### config.mk
export PLATFORM = sky130hd
export DESIGN_NAME = jis_katakana_utf8_transcoder_unit
export DESIGN_NICKNAME = d
export VERILOG_FILES = /design/src/jkut_pkg.sv /design/src/jis_katakana_utf8_transcoder_unit.sv /design/src/jkut_core.sv /design/src/jkut_emit.sv
export SDC_FILE = /design/constraint.sdc
export NUM_CORES = 1
export LEC_CHECK = 0
export BUFFER_PORTS_ARGS = -buffer_cell sky130_fd_sc_hd__clkbuf_2
export CAP_MARGIN = 20
export CORE_MARGIN = 2
export CORE_UTILIZATION = 25
export CTS_CLUSTER_SIZE = 16
export DETAILED_ROUTE_END_ITERATION = 6
export GPL_ROUTABILITY_DRIVEN = 0
export GPL_TIMING_DRIVEN = 0
export HOLD_SLACK_MARGIN = 0.05
export PLACE_DENSITY = 0.51
export SYNTH_ARGS = -nofsm -noshare
export SYNTH_HDL_FRONTEND = slang
export SYNTH_SLANG_ARGS = --single-unit
### constraint.sdc
create_clock -name clk -period 3.5 [get_ports clk]
set_input_delay 0.7 -clock clk [delete_from_list [all_inputs] [get_ports clk]]
set_output_delay 0.7 -clock clk [all_outputs]
set_load 0.01 [all_outputs]
### src/jkut_pkg.sv
// Package for the JIS X0201 / UTF-8 halfwidth transcoder.
// Holds mode codes, sequence phase type, byte constants and the result bundle.
// No dependencies.
package jkut_pkg;

  localparam logic [1:0] MODE_PASS = 2'd0;
  localparam logic [1:0] MODE_ENC  = 2'd1;
  localparam logic [1:0] MODE_DEC  = 2'd2;

  localparam logic [2:0] REG_MODE_IDX = 3'd0;

  typedef enum logic [1:0] {
    PH_LEAD   = 2'd0,
    PH_SECOND = 2'd1,
    PH_THIRD  = 2'd2
  } phase_t;

  localparam logic [7:0] B_KANA_LO  = 8'hA1;
  localparam logic [7:0] B_KANA_HI  = 8'hBF;
  localparam logic [7:0] B_KANA2_LO = 8'hC0;
  localparam logic [7:0] B_KANA2_HI = 8'hDF;
  localparam logic [7:0] B_LEAD     = 8'hEF;
  localparam logic [7:0] B_ROW_BD   = 8'hBD;
  localparam logic [7:0] B_ROW_BE   = 8'hBE;
  localparam logic [7:0] B_ROW_BF   = 8'hBF;
  localparam logic [7:0] B_SHIFT    = 8'h40;
  localparam logic [7:0] B_YEN      = 8'h5C;
  localparam logic [7:0] B_YEN_U8   = 8'hD5;
  localparam logic [7:0] B_OVER     = 8'h7E;
  localparam logic [7:0] B_OVER_U8  = 8'hA3;
  localparam logic [7:0] B_PRINT_LO = 8'h20;
  localparam logic [7:0] B_PRINT_HI = 8'h7F;
  localparam logic [7:0] B_CONT_LO  = 8'h80;
  localparam logic [7:0] B_CONT_HI  = 8'h9F;

  // Results produced by one input item, entry 0 goes out first.
  typedef struct packed {
    logic [2:0][7:0] data;
    logic [1:0]      cnt;
    logic            byte_valid;
    logic            bad;
    logic            last;
  } res_t;

endpackage

### src/jis_katakana_utf8_transcoder_unit.sv
// Top level of the JIS X0201 / UTF-8 halfwidth transcoder.
// Holds the mode register and APB port, joins jkut_core and jkut_emit.
// Depends on jkut_pkg, jkut_core, jkut_emit.
//
//  channel | direction | payload
//  in_     | slave     | tdata[7:0] source byte, tlast end of string
//  out_    | master    | tdata[7:0] byte, tuser {bad_string, byte_valid}, tlast
//  cfg_    | APB slave | mode register at address 0
//
// An item is transcoded in the cycle it is accepted and its results go out
// one byte per cycle while out_tready is high, from a single result
// register that holds the whole bundle of one item.
// The next item is taken in the cycle the final result of the previous one
// leaves. Reset is synchronous and clears the mode and all string state.
module jis_katakana_utf8_transcoder_unit (
  input  logic        clk,
  input  logic        rst_n,
  input  logic        in_tvalid,
  output logic        in_tready,
  input  logic [7:0]  in_tdata,   // [7:0] in_byte
  input  logic        in_tlast,
  output logic        out_tvalid,
  input  logic        out_tready,
  output logic [7:0]  out_tdata,  // [7:0] out_byte
  output logic [1:0]  out_tuser,  // [0] byte_valid, [1] bad_string
  output logic        out_tlast,
  input  logic        cfg_psel,
  input  logic        cfg_penable,
  input  logic        cfg_pwrite,
  input  logic [2:0]  cfg_paddr,
  input  logic [31:0] cfg_pwdata,
  output logic [31:0] cfg_prdata,
  output logic        cfg_pready
);
  import jkut_pkg::*;

  logic [1:0] mode_r, mode_nxt;
  logic       fire;
  logic       can_load;
  logic       sel_mode;
  res_t       res;

  assign cfg_pready = 1'b1;
  assign sel_mode   = ({cfg_paddr[2], 2'b00} == REG_MODE_IDX);
  assign cfg_prdata = sel_mode ? {30'd0, mode_r} : 32'd0;

  always_comb begin
    mode_nxt = mode_r;
    if (cfg_psel && cfg_penable && cfg_pwrite && cfg_pready && sel_mode) begin
      mode_nxt = cfg_pwdata[1:0];
    end
  end

  always_ff @(posedge clk) begin
    if (!rst_n) begin
      mode_r <= MODE_PASS;
    end else begin
      mode_r <= mode_nxt;
    end
  end

  assign in_tready = can_load;
  assign fire      = in_tvalid & in_tready;

  jkut_core u_core (
    .clk     (clk),
    .rst_n   (rst_n),
    .mode    (mode_r),
    .fire    (fire),
    .in_byte (in_tdata),
    .in_last (in_tlast),
    .res     (res)
  );

  jkut_emit u_emit (
    .clk        (clk),
    .rst_n      (rst_n),
    .load       (fire),
    .res        (res),
    .can_load   (can_load),
    .out_tvalid (out_tvalid),
    .out_tready (out_tready),
    .out_tdata  (out_tdata),
    .out_tuser  (out_tuser),
    .out_tlast  (out_tlast)
  );

endmodule

### src/jkut_core.sv
// Transcoding logic and per-string state (sticky error, sequence phase).
// Turns one accepted byte into a bundle of up to three results.
// Depends on jkut_pkg.
module jkut_core (
  input  logic             clk,
  input  logic             rst_n,
  input  logic [1:0]       mode,
  input  logic             fire,
  input  logic [7:0]       in_byte,
  input  logic             in_last,
  output jkut_pkg::res_t   res
);
  import jkut_pkg::*;

  logic       err_r, err_nxt;
  phase_t     phase_r, phase_nxt;
  logic [7:0] second_r, second_nxt;

  logic       ok;
  logic       err_now;
  logic [1:0] n;
  logic [2:0][7:0] b;
  phase_t     ph_step;
  logic [7:0] sb_step;

  always_comb begin
    ok      = 1'b1;
    n       = 2'd0;
    b       = '0;
    ph_step = phase_r;
    sb_step = second_r;
    if (!err_r) begin
      case (mode)
        MODE_ENC: begin
          if (in_byte >= B_KANA_LO && in_byte <= B_KANA_HI) begin
            b = {in_byte, B_ROW_BD, B_LEAD};
            n = 2'd3;
          end else if (in_byte >= B_KANA2_LO && in_byte <= B_KANA2_HI) begin
            b = {in_byte - B_SHIFT, B_ROW_BE, B_LEAD};
            n = 2'd3;
          end else if (in_byte == B_YEN) begin
            b = {B_YEN_U8, B_ROW_BF, B_LEAD};
            n = 2'd3;
          end else if (in_byte == B_OVER) begin
            b = {B_OVER_U8, B_ROW_BF, B_LEAD};
            n = 2'd3;
          end else if (in_byte >= B_PRINT_LO && in_byte <= B_PRINT_HI) begin
            b[0] = in_byte;
            n    = 2'd1;
          end else begin
            ok = 1'b0;
          end
        end
        MODE_DEC: begin
          unique case (phase_r)
            PH_LEAD: begin
              if (in_byte == B_LEAD) begin
                ph_step = PH_SECOND;
              end else if (in_byte >= B_PRINT_LO && in_byte <= B_PRINT_HI) begin
                b[0] = in_byte;
                n    = 2'd1;
              end else begin
                ok = 1'b0;
              end
            end
            PH_SECOND: begin
              if (in_byte == B_ROW_BD || in_byte == B_ROW_BE || in_byte == B_ROW_BF) begin
                sb_step = in_byte;
                ph_step = PH_THIRD;
              end else begin
                ok = 1'b0;
              end
            end
            default: begin
              ph_step = PH_LEAD;
              n       = 2'd1;
              if (second_r == B_ROW_BF) begin
                if (in_byte == B_YEN_U8) begin
                  b[0] = B_YEN;
                end else if (in_byte == B_OVER_U8) begin
                  b[0] = B_OVER;
                end else begin
                  ok = 1'b0;
                end
              end else if (second_r == B_ROW_BD) begin
                if (in_byte >= B_KANA_LO && in_byte <= B_KANA_HI) begin
                  b[0] = in_byte;
                end else begin
                  ok = 1'b0;
                end
              end else if (second_r == B_ROW_BE) begin
                if (in_byte >= B_CONT_LO && in_byte <= B_CONT_HI) begin
                  b[0] = in_byte + B_SHIFT;
                end else begin
                  ok = 1'b0;
                end
              end else begin
                ok = 1'b0;
              end
            end
          endcase
          if (in_last && ph_step != PH_LEAD) begin
            ok = 1'b0;
          end
        end
        default: begin
          b[0] = in_byte;
          n    = 2'd1;
        end
      endcase
    end
    err_now = err_r | ~ok;
    if (err_now) begin
      n = 2'd0;
    end
  end

  always_comb begin
    res.data       = b;
    res.cnt        = n;
    res.byte_valid = 1'b1;
    res.bad        = err_now;
    res.last       = in_last;
    if (in_last && (err_now || n == 2'd0)) begin
      res.data       = '0;
      res.cnt        = 2'd1;
      res.byte_valid = 1'b0;
    end
  end

  always_comb begin
    err_nxt    = err_r;
    phase_nxt  = phase_r;
    second_nxt = second_r;
    if (fire) begin
      if (in_last) begin
        err_nxt    = 1'b0;
        phase_nxt  = PH_LEAD;
        second_nxt = 8'h00;
      end else begin
        err_nxt    = err_now;
        phase_nxt  = ph_step;
        second_nxt = sb_step;
      end
    end
  end

  always_ff @(posedge clk) begin
    if (!rst_n) begin
      err_r    <= 1'b0;
      phase_r  <= PH_LEAD;
      second_r <= 8'h00;
    end else begin
      err_r    <= err_nxt;
      phase_r  <= phase_nxt;
      second_r <= second_nxt;
    end
  end

endmodule

### src/jkut_emit.sv
// Result register: holds one item's bundle, sends a byte a cycle on out_tready.
// Loads the next bundle in the cycle that its final result is taken.
// Depends on jkut_pkg.
module jkut_emit (
  input  logic             clk,
  input  logic             rst_n,
  input  logic             load,
  input  jkut_pkg::res_t   res,
  output logic             can_load,
  output logic             out_tvalid,
  input  logic             out_tready,
  output logic [7:0]       out_tdata,
  output logic [1:0]       out_tuser,
  output logic             out_tlast
);
  import jkut_pkg::*;

  logic [2:0][7:0] buf_r, buf_nxt;
  logic [1:0]      cnt_r, cnt_nxt;
  logic            bytev_r, bytev_nxt;
  logic            bad_r, bad_nxt;
  logic            last_r, last_nxt;
  logic            take;

  assign take       = out_tvalid & out_tready;
  assign can_load   = (cnt_r == 2'd0) || (cnt_r == 2'd1 && out_tready);
  assign out_tvalid = (cnt_r != 2'd0);
  assign out_tdata  = buf_r[0];
  assign out_tuser  = {bad_r, bytev_r};
  assign out_tlast  = last_r && (cnt_r == 2'd1);

  always_comb begin
    buf_nxt   = buf_r;
    cnt_nxt   = cnt_r;
    bytev_nxt = bytev_r;
    bad_nxt   = bad_r;
    last_nxt  = last_r;
    if (take) begin
      buf_nxt = {8'h00, buf_r[2], buf_r[1]};
      cnt_nxt = cnt_r - 2'd1;
    end
    if (load) begin
      buf_nxt   = res.data;
      cnt_nxt   = res.cnt;
      bytev_nxt = res.byte_valid;
      bad_nxt   = res.bad;
      last_nxt  = res.last;
    end
  end

  always_ff @(posedge clk) begin
    if (!rst_n) begin
      cnt_r <= 2'd0;
    end else begin
      cnt_r <= cnt_nxt;
    end
  end

  always_ff @(posedge clk) begin
    buf_r   <= buf_nxt;
    bytev_r <= bytev_nxt;
    bad_r   <= bad_nxt;
    last_r  <= last_nxt;
  end

endmodule
==> summary.md <==
| Metric | Value |
|---|---|
| Inserted Clock Buffers | 5 |
| WL/cell | around 14 microns |
| Max Freq | 330 MHz |
| Outcome | finished clean |
| Htree depth | 2 |
| Fin crit share | 0.866 |
| CP arrival | around 3.0 ns |
| Power Density | 396 mW/mm^2 |
| Setup CP Type | input port to flip-flop |
| Final Hold Vio Count | 0 |
| Gr usage total | 0.117 |
| Via total after detailed routing | between 2000 and 3000 |
| Min-Delay Path Class | flip-flop to flip-flop |
| Initial DRC count | roughly 220 |
| Asr flop ratio synth | 0 |
| Unrepaired setup endpoints after global routing | no |
| Area of the mapped netlist | between 0.003 and 0.004 sq mm |
| Routed Antenna Nets | 0 |
| Min Tclk post-route | around 3 ns |
| Most frequent cells in the layout | buf_4 (46), conb_1 (31), clkbuf_2 (30) |
| Average vias per placed instance | between 4 and 5 |
| Number of synthesized flops with an enable pin | 27 |
| Initial Utilization | 0.257 |
| CTS Sinks | 42 |
| CP endpoint kind | flip-flop |
| Share of cells above drive strength 1 | 0.266 |
| Post-CTS setup buffers | 0 |
| Sequential power share | 0.437 |
| Gr ovfl total | 0 |
| First-pass GRT wire length | 12500 microns |
| Maxcap violations | 0 |
| Root buffer cell | clkbuf_16 |
| Crit Path Max Fanout | 9 |
| Post-CTS sizing | 0 |
| WL final | between 7000 and 8000 microns |
| Largest net degree at the start of global routing | 29 |
| DIE HEIGHT | 115 microns |
| Final Worst Setup Slack | between 0.4 and 0.5 ns |
| Commonest non-fill, non-tap cell in the layout | buf_4 |
| Power share of the clock group | 0.298 |
| NetSw | 0.000423 W |
| Vias in the first global route | about 2400 |
| Die footprint | 0.0133 sq mm |
| Drt pass-1 iters | 5 |
| Place WS | 0.233 ns |
| Drt drc | 0 |
| Chip width | roughly 120 microns |
| Worst skew pair latency | between 0.2 and 0.3 ns |
| Dpl hpwl | about 6000 microns |
| Flops & latches, synth | 42 |
| Sw frac | 0.288 |
| Initial antenna violation count | 0 |
| Slew margin rel. | 0.506 |
| CORE AREA | around 0.012 sq mm |
| Peak VDD IR | between 0.0001 and 0.00015 V |
| Clock skew | ~0.0047 ns |
| Io pins | 97 |
| Setup TNS | 0 ns |
| Fin. max-slew vios | 0 |
| Pleak | between 1.5 and 2 nW |
| Avg Cell Area, Syn | roughly 9.2 sq um |
| P&R area growth vs syn | 19.6% |
| Nets | roughly 460 |
| Worst-Margin Slew | about 0.74 ns |
| Cell count after synthesis | between 300 and 400 |
| Fill cells | between 1000 and 1500 |
| Clk buf depth | 2 |
| Comb pwr share | 0.265 |
| Startpoint Class | input port |
| Sequential element share of the synthesized area | 0.358 |
| Clock transition at path regs | 0.06 ns |
| Setup violators final | 0 |
| CTS tree | yes |
| Hold-fix buffers, CTS | 0 |
| Post-Layout Cell Count | ~570 |
| I/O Buffers | 30 |
| Syn. warnings | 0 |
| Ys flop type | edfxtp_1 |
| Placed cell count | ~560 |
| Req. time, crit path | approximately 3.5 ns |
| Library cells used by synthesis | around 70 |
| Site Rows | 40 |
| Pint | around 0.0010 W |
| N_diodes | 0 |
-- kinds of logic (layout without fill, tap and decap cells) --
group,count (synthesis),after routing,share of synthesized area
AOI/OAI and AO/OA,90,90,0.222
and+or+nand+nor,119,119,0.221
adders and majority gates,9,9,0.0363
other,2,31,0.00242
xor gates and xnor gates,1,1,0.00282
muxes,4,4,0.0133
buffers and inverters,69,107,0.144
DFF,42,42,0.358
-- metrics by stage --
stage | hold WS, ns | utilization | cell area [sq um] | total power [W]
CTS | 0.473 | 0.308 | 3710 | 0.00149
detailed placement | 0.467 | 0.296 | 3570 | 0.00104
global route | 0.510 | 0.308 | 3710 | 0.00156
finish | 0.469 | 0.308 | 3710 | 0.00147
floorplan | 0.440 | - | 3210 | 0.000928
global placement | 0.455 | 0.296 | 3570 | 0.00103
-- routing by layer --
layer	vias up	global-route usage	wire (microns)
li1	1299	-	-
met1	1211	0.157	3520
met2	113	0.193	3600
met3	11	0.0277	540
met4	0	0.0273	97
met5	-	0	0
-- worst max-delay path, cell delays in order --
cell,delay [ns]
clkbuf_2,0.19
inv_1,0.19
ha_1,0.32
nand4bb_1,0.14
o22ai_1,0.10
a41oi_1,0.57
a21oi_4,0.18
o311ai_4,0.49
o21ai_1,0.14
-- power by group through the flow --
stage | Sequential (W) | Combinational (W) | Clock (W)
floorplan | 0.000645 | 0.000282 | 0
global placement | 0.000650 | 0.000383 | 0
detailed placement | 0.000653 | 0.000389 | 0
CTS | 0.000643 | 0.000390 | 0.000455
global route | 0.000648 | 0.000435 | 0.000473
finish | 0.000642 | 0.000389 | 0.000437
-- synth_stat cells (all sizes together) (4+ instances only) --
master | number | area share
buf | 49 | 0.12
edfxtp | 27 | 0.26
nand2 | 27 | 0.033
nor2 | 19 | 0.023
a21oi | 18 | 0.034
o21ai | 18 | 0.033
dfxtp | 15 | 0.097
inv | 15 | 0.018
nor2b | 13 | 0.026
nor3 | 10 | 0.019
ha | 9 | 0.036
a21o | 7 | 0.017
and2 | 7 | 0.014
nand3 | 7 | 0.013
a22oi | 6 | 0.016
o31ai | 6 | 0.016
a31oi | 5 | 0.010
clkbuf | 5 | 0.0060
nand2b | 5 | 0.010
nor4 | 5 | 0.014
a211oi | 4 | 0.0097
nand4 | 4 | 0.012
-- registers in the layout (all words and copies together), names as in the netlist --
signal	cells
u_emit.buf_r	16
u_core.second_r	8
u_emit.out_tdata	8
mode_r	2
u_core.phase_r	2
u_emit.cnt_r	2
u_core.err_r	1
u_emit.bad_r	1
u_emit.bytev_r	1
u_emit.last_r	1
-- worst paths after layout --
check	slack [ns]	startpoint	cells after the start	endpoint
max reg2reg	1.01	mode_r[1]$_SDFFE_PN0P_	8	u_emit.buf_r[9]$_DFFE_PP_
min reg2reg	0.47	u_core.second_r[7]$_SDFFE_PN0P_	2	u_core.second_r[7]$_SDFFE_PN0P_
min	0.47	u_core.second_r[7]$_SDFFE_PN0P_	2	u_core.second_r[7]$_SDFFE_PN0P_
max	0.47	in_tdata[6]	9	u_emit.buf_r[9]$_DFFE_PP_
-- layout make-up --
cell class	count	area, sq um	share of cell area
Sequential cell	42	1110	0.299
Multi-Input combinational cell	254	1650	0.446
Clock buffer	6	129	0.0347
Clock inverter	2	8.76	0.00236
Inverter	15	56.3	0.0152
Timing Repair Buffer	30	150	0.0405
Buffer	54	392	0.106
Tap cell	168	210	0.0567
Power figures use the tool's default switching activity.
